--- config.mk ---
export PLATFORM = sky130hd
export DESIGN_NAME = emwu_div
export DESIGN_NICKNAME = d
export VERILOG_FILES = /design/src/hdl/emwu_pkg.sv /design/src/hdl/emwu_div.sv
export SDC_FILE = /design/constraint.sdc
export NUM_CORES = 1
export LEC_CHECK = 0
export BUFFER_PORTS_ARGS = -buffer_cell sky130_fd_sc_hd__buf_2
export CAP_MARGIN = 20
export CELL_PAD_IN_SITES_DETAIL_PLACEMENT = 0
export CELL_PAD_IN_SITES_GLOBAL_PLACEMENT = 1
export CORE_ASPECT_RATIO = 0.5
export CORE_UTILIZATION = 30
export DETAILED_ROUTE_END_ITERATION = 8
export PLACE_DENSITY = 0.62
export SETUP_SLACK_MARGIN = 0.5
export SLEW_MARGIN = 0
export SYNTH_ARGS = -nofsm -noshare
export SYNTH_HDL_FRONTEND = slang
export SYNTH_SLANG_ARGS = --single-unit
export TNS_END_PERCENT = 20
--- constraint.sdc ---
create_clock -name clk -period 5.2 [get_ports clk]
set_input_delay 0.78 -clock clk [delete_from_list [all_inputs] [get_ports clk]]
set_output_delay 0.78 -clock clk [all_outputs]
set_load 0.05 [all_outputs]
--- src/hdl/emwu_pkg.sv ---
// ----------------------------------------------------------------------------
// emwu_pkg
// Shared types, constants and the exp2 root table for the expert mixture
// weight update block.
// ----------------------------------------------------------------------------
package emwu_pkg;

    localparam int NUM_SLOTS_DEF = 8;

    localparam int DIV_NUM_W = 64;
    localparam int DIV_DEN_W = 48;

    localparam logic [23:0] W_MAX = 24'hFFFFFF;
    localparam logic [39:0] S_MAX = 40'hFF_FFFF_FFFF;

    localparam logic [1:0] CFG_SLOT_COUNT = 2'd0;
    localparam logic [1:0] CFG_RATE_EXP   = 2'd1;
    localparam logic [1:0] CFG_SHARE_MIX  = 2'd2;
    localparam logic [1:0] CFG_REL_FLOOR  = 2'd3;

    localparam logic REQ_OBSERVE = 1'b0;
    localparam logic REQ_RESET   = 1'b1;

    typedef logic [15:0][31:0] root_tab_t;

    typedef struct packed {
        logic                 start;
        logic [DIV_NUM_W-1:0] num;
        logic [DIV_DEN_W-1:0] den;
    } div_req_t;

    typedef struct packed {
        logic                 done;
        logic [DIV_NUM_W-1:0] quo;
    } div_rsp_t;

    function automatic logic [63:0] isqrt64(logic [63:0] v);
        logic [63:0] res;
        logic [63:0] bit_v;
        logic [63:0] rem;
        res   = '0;
        bit_v = 64'd1 << 62;
        rem   = v;
        for (int i = 0; i < 32; i++)
        begin
            if (rem >= res + bit_v)
            begin
                rem = rem - (res + bit_v);
                res = (res >> 1) + bit_v;
            end
            else
            begin
                res = res >> 1;
            end
            bit_v = bit_v >> 2;
        end
        return res;
    endfunction

    // q1.30 roots 2^(2^-k), k = 1..16
    function automatic root_tab_t build_roots();
        root_tab_t   tab;
        logic [63:0] c;
        c = 64'd2 << 30;
        for (int k = 0; k < 16; k++)
        begin
            c      = isqrt64(c << 30);
            tab[k] = c[31:0];
        end
        return tab;
    endfunction

    localparam root_tab_t ROOTS = build_roots();

endpackage

--- src/hdl/emwu_div.sv ---
// ----------------------------------------------------------------------------
// emwu_div
// Restoring divider, one quotient bit per cycle, shared by all divisions.
// ----------------------------------------------------------------------------
module emwu_div (
    input  logic               clk,
    input  logic               rst_n,
    input  emwu_pkg::div_req_t req,
    output emwu_pkg::div_rsp_t rsp
);

    localparam int NW = emwu_pkg::DIV_NUM_W;
    localparam int DW = emwu_pkg::DIV_DEN_W;
    localparam int CW = $clog2(NW);

    logic          busy_reg;
    logic          done_reg;
    logic [CW-1:0] cnt_reg;
    logic [NW-1:0] num_reg;
    logic [DW-1:0] den_reg;
    logic [DW-1:0] rem_reg;

    logic [DW:0]   shift;
    logic [DW:0]   diff;
    logic          qbit;

    always_comb
    begin
        shift = {rem_reg, num_reg[NW-1]};
        diff  = shift - {1'b0, den_reg};
        qbit  = (shift >= {1'b0, den_reg});
    end

    always_ff @(posedge clk or negedge rst_n)
    begin
        if (!rst_n)
        begin
            busy_reg <= 1'b0;
            done_reg <= 1'b0;
            cnt_reg  <= '0;
            num_reg  <= '0;
            den_reg  <= '0;
            rem_reg  <= '0;
        end
        else
        begin
            done_reg <= 1'b0;
            if (req.start)
            begin
                busy_reg <= 1'b1;
                cnt_reg  <= '0;
                num_reg  <= req.num;
                den_reg  <= req.den;
                rem_reg  <= '0;
            end
            else if (busy_reg)
            begin
                rem_reg <= qbit ? diff[DW-1:0] : shift[DW-1:0];
                num_reg <= {num_reg[NW-2:0], qbit};
                cnt_reg <= cnt_reg + 1'b1;
                if (cnt_reg == CW'(NW - 1))
                begin
                    busy_reg <= 1'b0;
                    done_reg <= 1'b1;
                end
            end
        end
    end

    assign rsp.done = done_reg;
    assign rsp.quo  = num_reg;

endmodule

* After elaboration in Yosys (flattened, before gate mapping)
Cells that the tools add are included.
** Operators by class
- Add/subtract/negate cells :: 2
- Order comparisons :: 1
- Eq/ne operators :: 1
- Muxes and demuxes :: 13
- Reductions and logical operators :: 1
** Operators by type and width (number)
- 48-bit 2-to-1 mux :: 3
- 64-bit 2-to-1 mux :: 2
- 49-bit by 48-bit greater-or-equal comparator with 1-bit output :: 1
- 48-bit subtractor :: 1
- 6-bit 2-to-1 mux :: 2
- 6-bit by 1-bit adder with 6-bit output, second input constant :: 1
- 6-bit == test, second input constant :: 1
- 1-bit 2-to-1 mux :: 6
- 2-bit nonzero test :: 1
** Storage, ports and cells
- Register bits :: 168
- Output and inout port bits :: 65

* Longest topological paths before layout
Gate-level depths: netlist of the first run.
- Word-level depth :: 4
- Gate-level depth with buffers :: 14

* Worst setup path before layout of the first run
No wires, ideal clock.
- Kind :: flip-flop to flip-flop
- Start point :: reg num_reg[63]
- End point :: reg rem_reg[42]
- Setup time :: 133 ps
- Arrival time :: 2906 ps
- Required time :: 5067 ps
- Setup slack :: 2161 ps
- Stages on the path, launching flop included :: 14
- Path buffers :: 0
- Clock period less this slack :: 3039 ps
- Cells stage by stage :: dfrtp_1 -> inv_1 -> ha_1 -> fa_1 -> nor2b_1 -> o31a_1 -> o31a_1 -> o2111ai_1 -> o211ai_1 -> a31oi_1 -> o211ai_1 -> xor2_1 -> a221oi_1 -> nor2_1
** On the way
- Word-level cells in the longest chain between the ends :: 4
** RTL lines
- from (decl) :: line emwu_div.sv:19 : logic [NW-1:0] num_reg;
- from (signal assigned) :: line emwu_div.sv:52 : num_reg <= req.num;
- from (signal assigned) :: line emwu_div.sv:59 : num_reg <= {num_reg[NW-2:0], qbit};
- 48-bit subtractor / 49-bit by 48-bit greater-or-equal comparator with 1-bit output (equally long branches) :: line emwu_div.sv:30, emwu_div.sv:31
- 48-bit 2-to-1 mux (*) :: line emwu_div.sv:58 : rem_reg <= qbit ? diff[DW-1:0] : shift[DW-1:0];
- 48-bit 2-to-1 mux (*) :: line emwu_div.sv:56 : else if (busy_reg)
- 48-bit 2-to-1 mux (*) :: line emwu_div.sv:48 : if (req.start)
- to (signal assigned) :: line emwu_div.sv:58
- to (decl) :: line emwu_div.sv:21 : logic [DW-1:0] rem_reg;
Mark *: on every way between the ends. The rest lies on a longest branch, timed or not. The select of a mux whose other input is x is not followed.
A chain may end at the register's enable or synchronous reset.

* Worst setup path after layout of the first run
- Start point :: reg rem_reg[39]
- End point :: reg rem_reg[42]
** On the way
- Word-level cells in the longest chain between the ends :: 4
** RTL lines (line)
- 48-bit subtractor / 49-bit by 48-bit greater-or-equal comparator with 1-bit output (equally long branches) :: emwu_div.sv:30, emwu_div.sv:31
- 48-bit 2-to-1 mux (*) :: emwu_div.sv:58
- 48-bit 2-to-1 mux (*) :: emwu_div.sv:56
- 48-bit 2-to-1 mux (*) :: emwu_div.sv:48
Marked as above.

==> results of run 1 <==
==> layout make-up <==
type / count / area [um^2] / share of cell area [%]
timing repair buffer: 188 / 978 / 8.19
sequential: 168 / 4210 / 35.2
clock inverter: 11 / 125 / 1.05
tap: 441 / 552 / 4.62
inverter: 60 / 225 / 1.89
clock buffer: 21 / 440 / 3.69
multi-input combinational: 859 / 5420 / 45.4
==> routing by layer <==
metal,GRT usage [%],vias to the layer above
met3,3.66,29
li1,-,4333
met2,26.5,140
met4,5.26,0
met1,22.3,4129
met5,0,-
==> worst max path at each step <==
stage,from,end
floorplan,num_reg[63],rem_reg[42]
global placement,rem_reg[39],rem_reg[42]
detailed placement,rem_reg[39],rem_reg[42]
CTS,rem_reg[39],rem_reg[42]
global route,rem_reg[39],rem_reg[42]
finish,rem_reg[39],rem_reg[42]
==> kinds of logic after synthesis <==
family          Yosys count
compound gates          362
simple gates            338
flops                   168
buf+inv                 133
mux                      70
fa+ha+maj                50
xor+xnor                 39
==> per-stage QoR <==
step	area (um^2)	std cells	utilization, %	hold slack [ns]
2_1_floorplan	10200	1160	-	0.484
3_3_place_gp	11400	1716	34.3	0.514
3_5_place_dp	11400	1716	34.3	0.513
4_1_cts	11900	1748	36.0	0.458
5_1_grt	11900	1748	36.0	0.484
6_report	11900	1748	36.0	0.413
==> cell usage after synthesis (4+ instances only) <==
cell and count:
a311oi_2 8, nor2_1 89, nor3_1 6, nand3_1 8
and3_1 8, nand2b_1 4, xnor2_1 19, nand4_1 16
o21ai_0 143, mux2i_1 69, or3_1 11, o21bai_1 6
a211oi_1 37, nand2_1 174, nor2b_1 6, clkbuf_1 53
buf_1 7, ha_1 49, a31oi_1 5, o21a_1 6
a21o_1 32, dfrtp_1 168, a21oi_1 87, o31a_1 7
inv_1 60, xor2_1 20, buf_2 7, o211ai_1 4
==> where the power goes <==
group / internal [mW] / leakage, nW / total, mW / switching, mW
clock network: 0.707 / 0.260 / 1.26 / 0.557
logic: 0.907 / 3.82 / 2.40 / 1.50
registers: 1.51 / 2.11 / 1.66 / 0.148
total: 3.12 / 6.20 / 5.32 / 2.20
==> worst max-delay path: stages, from the launching register on <==
cell	delay [ns]
dfrtp_1	0.41
ha_1	0.40
a21oi_1	0.39
o21ai_0	0.17
a2111oi_0	0.68
nand2_1	0.19
a311oi_4	0.26
buf_4	0.63
nor2_1	0.24
a221oi_1	0.30
nor2_1	0.07
==> results_dict.tcl, run 1 <==
set metrics [dict create \
    viasPerCell 4.94 \
    place_hpwl_mm 19.6 \
    yosysWarnings 0 \
    fp.dieArea_um2 34700 \
    n_antenna_cell 0 \
    setup_violations 0 \
    track_usage_pct 16.6 \
    slew_headroom_pct 38.5 \
    ir_drop_uv 266 \
    final.setup.tns_ns 0 \
    syn_area_per_cell_um2 8.76 \
    portBuffers 179 \
    grt_pass1_vias 8827 \
    synthMuxAreaShare_pct 6.91 \
    cts_setup_buffers 0 \
    path_class "reg2reg" \
    cts_sinks 168 \
    synth_fp_nets 1325 \
    cts_tree "built" \
    synth_ff_type "dfrtp_1" \
    mostFrequentLayoutCells "177 x buf_2, 174 x nand2_1, 167 x dfrtp_1, 143 x o21ai_0, 89 x nor2_1" \
    drv_cap 0 \
    tightest_slew_ns 0.922 \
    power_mw 5.32 \
    hold_violations 0 \
    synth.cell_area_um2 10200 \
    overflow 0 \
    grt_pass1_wl_mm 46.3 \
    arrival_ns 4.20 \
    power.density_nw_per_um2 446 \
    die_h_um 132 \
    startpoint_type "flop" \
    r2r_cells 10 \
    yosysSeqAreaShare_pct 41.4 \
    fillers 3492 \
    die_w_um 262 \
    wl_met3_um 975 \
    gp_congestion 0.835 \
    first_pass_iters 5 \
    cts-hold-fix-buffers 0 \
    clk_path_buf_depth 2 \
    start_util_pct 30.6 \
    period_share_pct 75.0 \
    fin_ws_ns 1.30 \
    required_ns 5.50 \
    ctsHtreeMaxLevel 4 \
    top_layer_used "met4" \
    cts_root_buffer "clkbuf_16" \
    area_delta_synth_final_pct 17.5 \
    synth_compound_area_share_pct 22.4 \
    num_vias 8631 \
    syn_inst 1160 \
    wl_met2_mm 12.8 \
    synth_top_area_cell "dfrtp_1" \
    remaining_drc_errors 0 \
    ys_async_sr_fraction_pct 100 \
    yosys.area.top_type_share_pct 41.4 \
    leakagePower_nw 6.20 \
    synth-xor-area-share_pct 3.36 \
    rr_startpoint "rem_reg[39]" \
    yosys_register_bits 168 \
    largest_reg_flops 64 \
    m1WireLength_mm 13.4 \
    num_rows 47 \
    grt_setup_unrepaired "no" \
    yosys.area_share.simple_pct 14.4 \
    totalWireLength_mm 27.6 \
    grt_antenna_before_repair 0 \
    pin_count 180 \
    wl_per_cell_um 15.8 \
    clk_latency_ns 0.45 \
    max_freq_mhz 256 \
    r2r_slack_ns 1.30 \
    antenna_left 0 \
    skew_ns 0.0115 \
    synth_cell_type_count 60 \
    post_cts_resized 0 \
    finalMaxSlewViolations 0 \
    drt_iter0_drc 412 \
    min_period_ns 3.90 \
    synth_edf_count 0 \
    nets 1459 \
    synth_top_family_by_area "compound AO/OA/AOI/OAI gates" \
    synth.area.top_cells "dfrtp_1 41%, o21ai_0 7.0%, mux2i_1 6.8%" \
    outcome "finished clean" \
    grt_max_degree 136 \
    place_ws_ns 1.39 \
    endpoint_kind "flop" \
    drive_gt1_share_pct 18.2 \
    mostFrequentLayoutCell "buf_2" \
    core_area_um2 33200 \
    path_max_fanout 69 \
    clkTransAtPathRegs_ns 0.07 \
    hp-class "in2async" \
    synthAdderAreaFrac_pct 6.23 \
    r2r-end "rem_reg[42]" \
    cts_made_buffers 17 \
]
(Power assumes the default switching activity.)
==> run 2, diff against run 1 <==
- PLACE_DENSITY: 0.62 -> 0.65
- clock period: 5.2 -> 3.2 ns (I/O delays scaled with it)
==> run 2 against run 1 <==
  * Clock-buffer cell count did not move
  * Cell count up 4.6%
  * Global-route usage rose by 0.38 points
  * Critical path depth up 2
  * Sequential power up 63%
  * First-iteration DRC count rose by 1.5%
  * Design area increased by 9.3%
  * Power increased by 89%
  * Clock power increased by 71%
  * Non-clock buffer count increased by 81
  * Setup slack worse by 1.2 ns
  * Core utilization grew 3.3 points
==> results_dict.tcl, run 2 (synthesized netlist as in run 1, its figures left out) <==
set metrics [dict create \
    finalMaxSlewViolations 0 \
    grtUsageMet3_pct 3.19 \
    drive_gt1_share_pct 26.5 \
    r2r_cells 12 \
    seqPwrFrac_pct 26.9 \
    period_share_pct 95.7 \
    power_mw 10.1 \
    remaining_drc_errors 0 \
    fillers 3375 \
    rr_startpoint "rem_reg[2]" \
    core_area_um2 33200 \
    slew_headroom_pct 40.3 \
    n_antenna_cell 0 \
    grt_max_degree 150 \
    min_period_ns 3.06 \
    path_max_fanout 9 \
    cts_made_buffers 17 \
    required_ns 3.55 \
    num_rows 47 \
    cts_root_buffer "clkbuf_16" \
    arrival_ns 3.41 \
    met2_usage_pct 27.6 \
    top_usage_layer "met2" \
    worstPathCellList "ha_4 > nand3_2 > o21bai_1 > buf_4 > a2111oi_4 > o211ai_2 > nand4_2 > a311oi_4 > buf_12 > buf_6 > or3b_2 > a211oi_2" \
    setup_violations 0 \
    die_h_um 132 \
    fin_ws_ns 0.139 \
    nets 1540 \
    overflow 0 \
    gp_congestion 0.831 \
    viasPerCell 4.97 \
    cell_internal_pwr_mw 6.02 \
    cp-endpoint "rem_reg[27]" \
    worst_hold_slack_ns 0.0233 \
    outcome "finished clean" \
    max_freq_mhz 327 \
    start_util_pct 30.6 \
    grt_pass1_wl_mm 47.4 \
    grt_pass1_vias 9065 \
    drt_iter0_drc 418 \
    portBuffers 179 \
    cts-hold-fix-buffers 0 \
    cp.depth 12 \
    largest_reg_flops 64 \
    num_vias 9081 \
    grt_antenna_before_repair 0 \
    totalWireLength_mm 29.2 \
    area_delta_synth_final_pct 28.4 \
    stdcell_count 1829 \
    path_class "reg2reg" \
    critPathSlowestCell "or3b_2" \
    final.setup.tns_ns 0 \
    die_w_um 262 \
    clk_latency_ns 0.45 \
    final_area_um2 13100 \
    p_sw_share_pct 40.1 \
    wl_per_cell_um 16.0 \
    clockPowerShare_pct 21.5 \
    clkTransAtPathRegs_ns 0.07 \
    tightest_slew_ns 0.895 \
    utilization_pct 39.3 \
    crit_path_start "rem_reg[2]" \
    power.density_nw_per_um2 770 \
    leakagePower_nw 6.72 \
    track_usage_pct 16.9 \
    cts_sinks 168 \
    crit_buf_inv 3 \
    fp.dieArea_um2 34700 \
    skew_ns 0.0133 \
    hold_violations 0 \
    post-place-cells 1773 \
    cts_tree "built" \
    cpPeakStageDelay_ns 0.47 \
    place_area_um2 12000 \
    mostFrequentLayoutCells "177 x buf_2, 167 x nand2_1, 165 x dfrtp_1, 138 x o21ai_0, 87 x nor2_1" \
    r2r-end "rem_reg[27]" \
    endpoint_kind "flop" \
    ir_drop_uv 517 \
    place_hpwl_mm 20.3 \
    startpoint_type "flop" \
    pin_count 180 \
    switchingPower_mw 4.03 \
    clk_path_buf_depth 2 \
    grt_use_met1_pct 23.1 \
    place_ws_ns 0.0155 \
    drv_cap 0 \
    first_pass_iters 5 \
    combinationalPowerShare_pct 51.6 \
    ctsHtreeMaxLevel 4 \
    cp_top_family "compound AO/OA/AOI/OAI gates" \
    r2r_slack_ns 0.14 \
    grt_setup_unrepaired "yes" \
    antenna_left 0 \
    mostFrequentLayoutCell "buf_2" \
    hp-class "in2async" \
]
## run 2: cell types whose count changed in the layout (fill, tap and decap cells not counted), moves of 6 or more
cell	previous run	this run
buf_4	9	74
ha_1	49	39
ha_4	0	10
nand2_1	174	167
nand2_2	0	7
buf_12	0	6
## run 2: area by class of cell
class	count	area, um^2	share of cell area, %
clock buffer	21	470	3.60
timing repair buffer	269	1770	13.6
sequential	168	4210	32.2
clock inverter	11	136	1.04
inverter	60	233	1.78
multi-input combinational	859	5680	43.5
tap	441	552	4.23
## run 2: what timing repair did
item                       4_1_cts  5_1_grt
buffers inserted                14        5
gates resized for setup         19       33
cloned                           1        4
pin swaps                       14       16
setup endpoints to repair       49       49
## run 2: power groups by stage
stage | Combinational [mW] | Clock [mW] | Sequential [mW]
global placement | 4.42 | 0 | 2.72
CTS | 4.76 | 2.23 | 2.70
finish | 5.19 | 2.16 | 2.71
global route | 5.70 | 2.32 | 2.75
floorplan | 2.89 | 0 | 2.95
detailed placement | 4.45 | 0 | 2.73
## run 2: worst min path at each step
stage	depth (start not counted)	endpoint	from	slack, ns
final	1	rem_reg[24]	rst_n	0.02
after global routing	1	rem_reg[24]	rst_n	0.08
after CTS	1	den_reg[27]	rst_n	0.06
after detailed placement	2	den_reg[20]	den_reg[20]	0.52
after global placement	2	den_reg[16]	den_reg[16]	0.52
after floorplan	0	busy_reg	rst_n	0.18
## run 2: metal layers
metal	wire (um)	part of all wire, %
met1	14400	49
met2	13700	47
met3	738	2.5
met4	417	1.4
met5	0	0
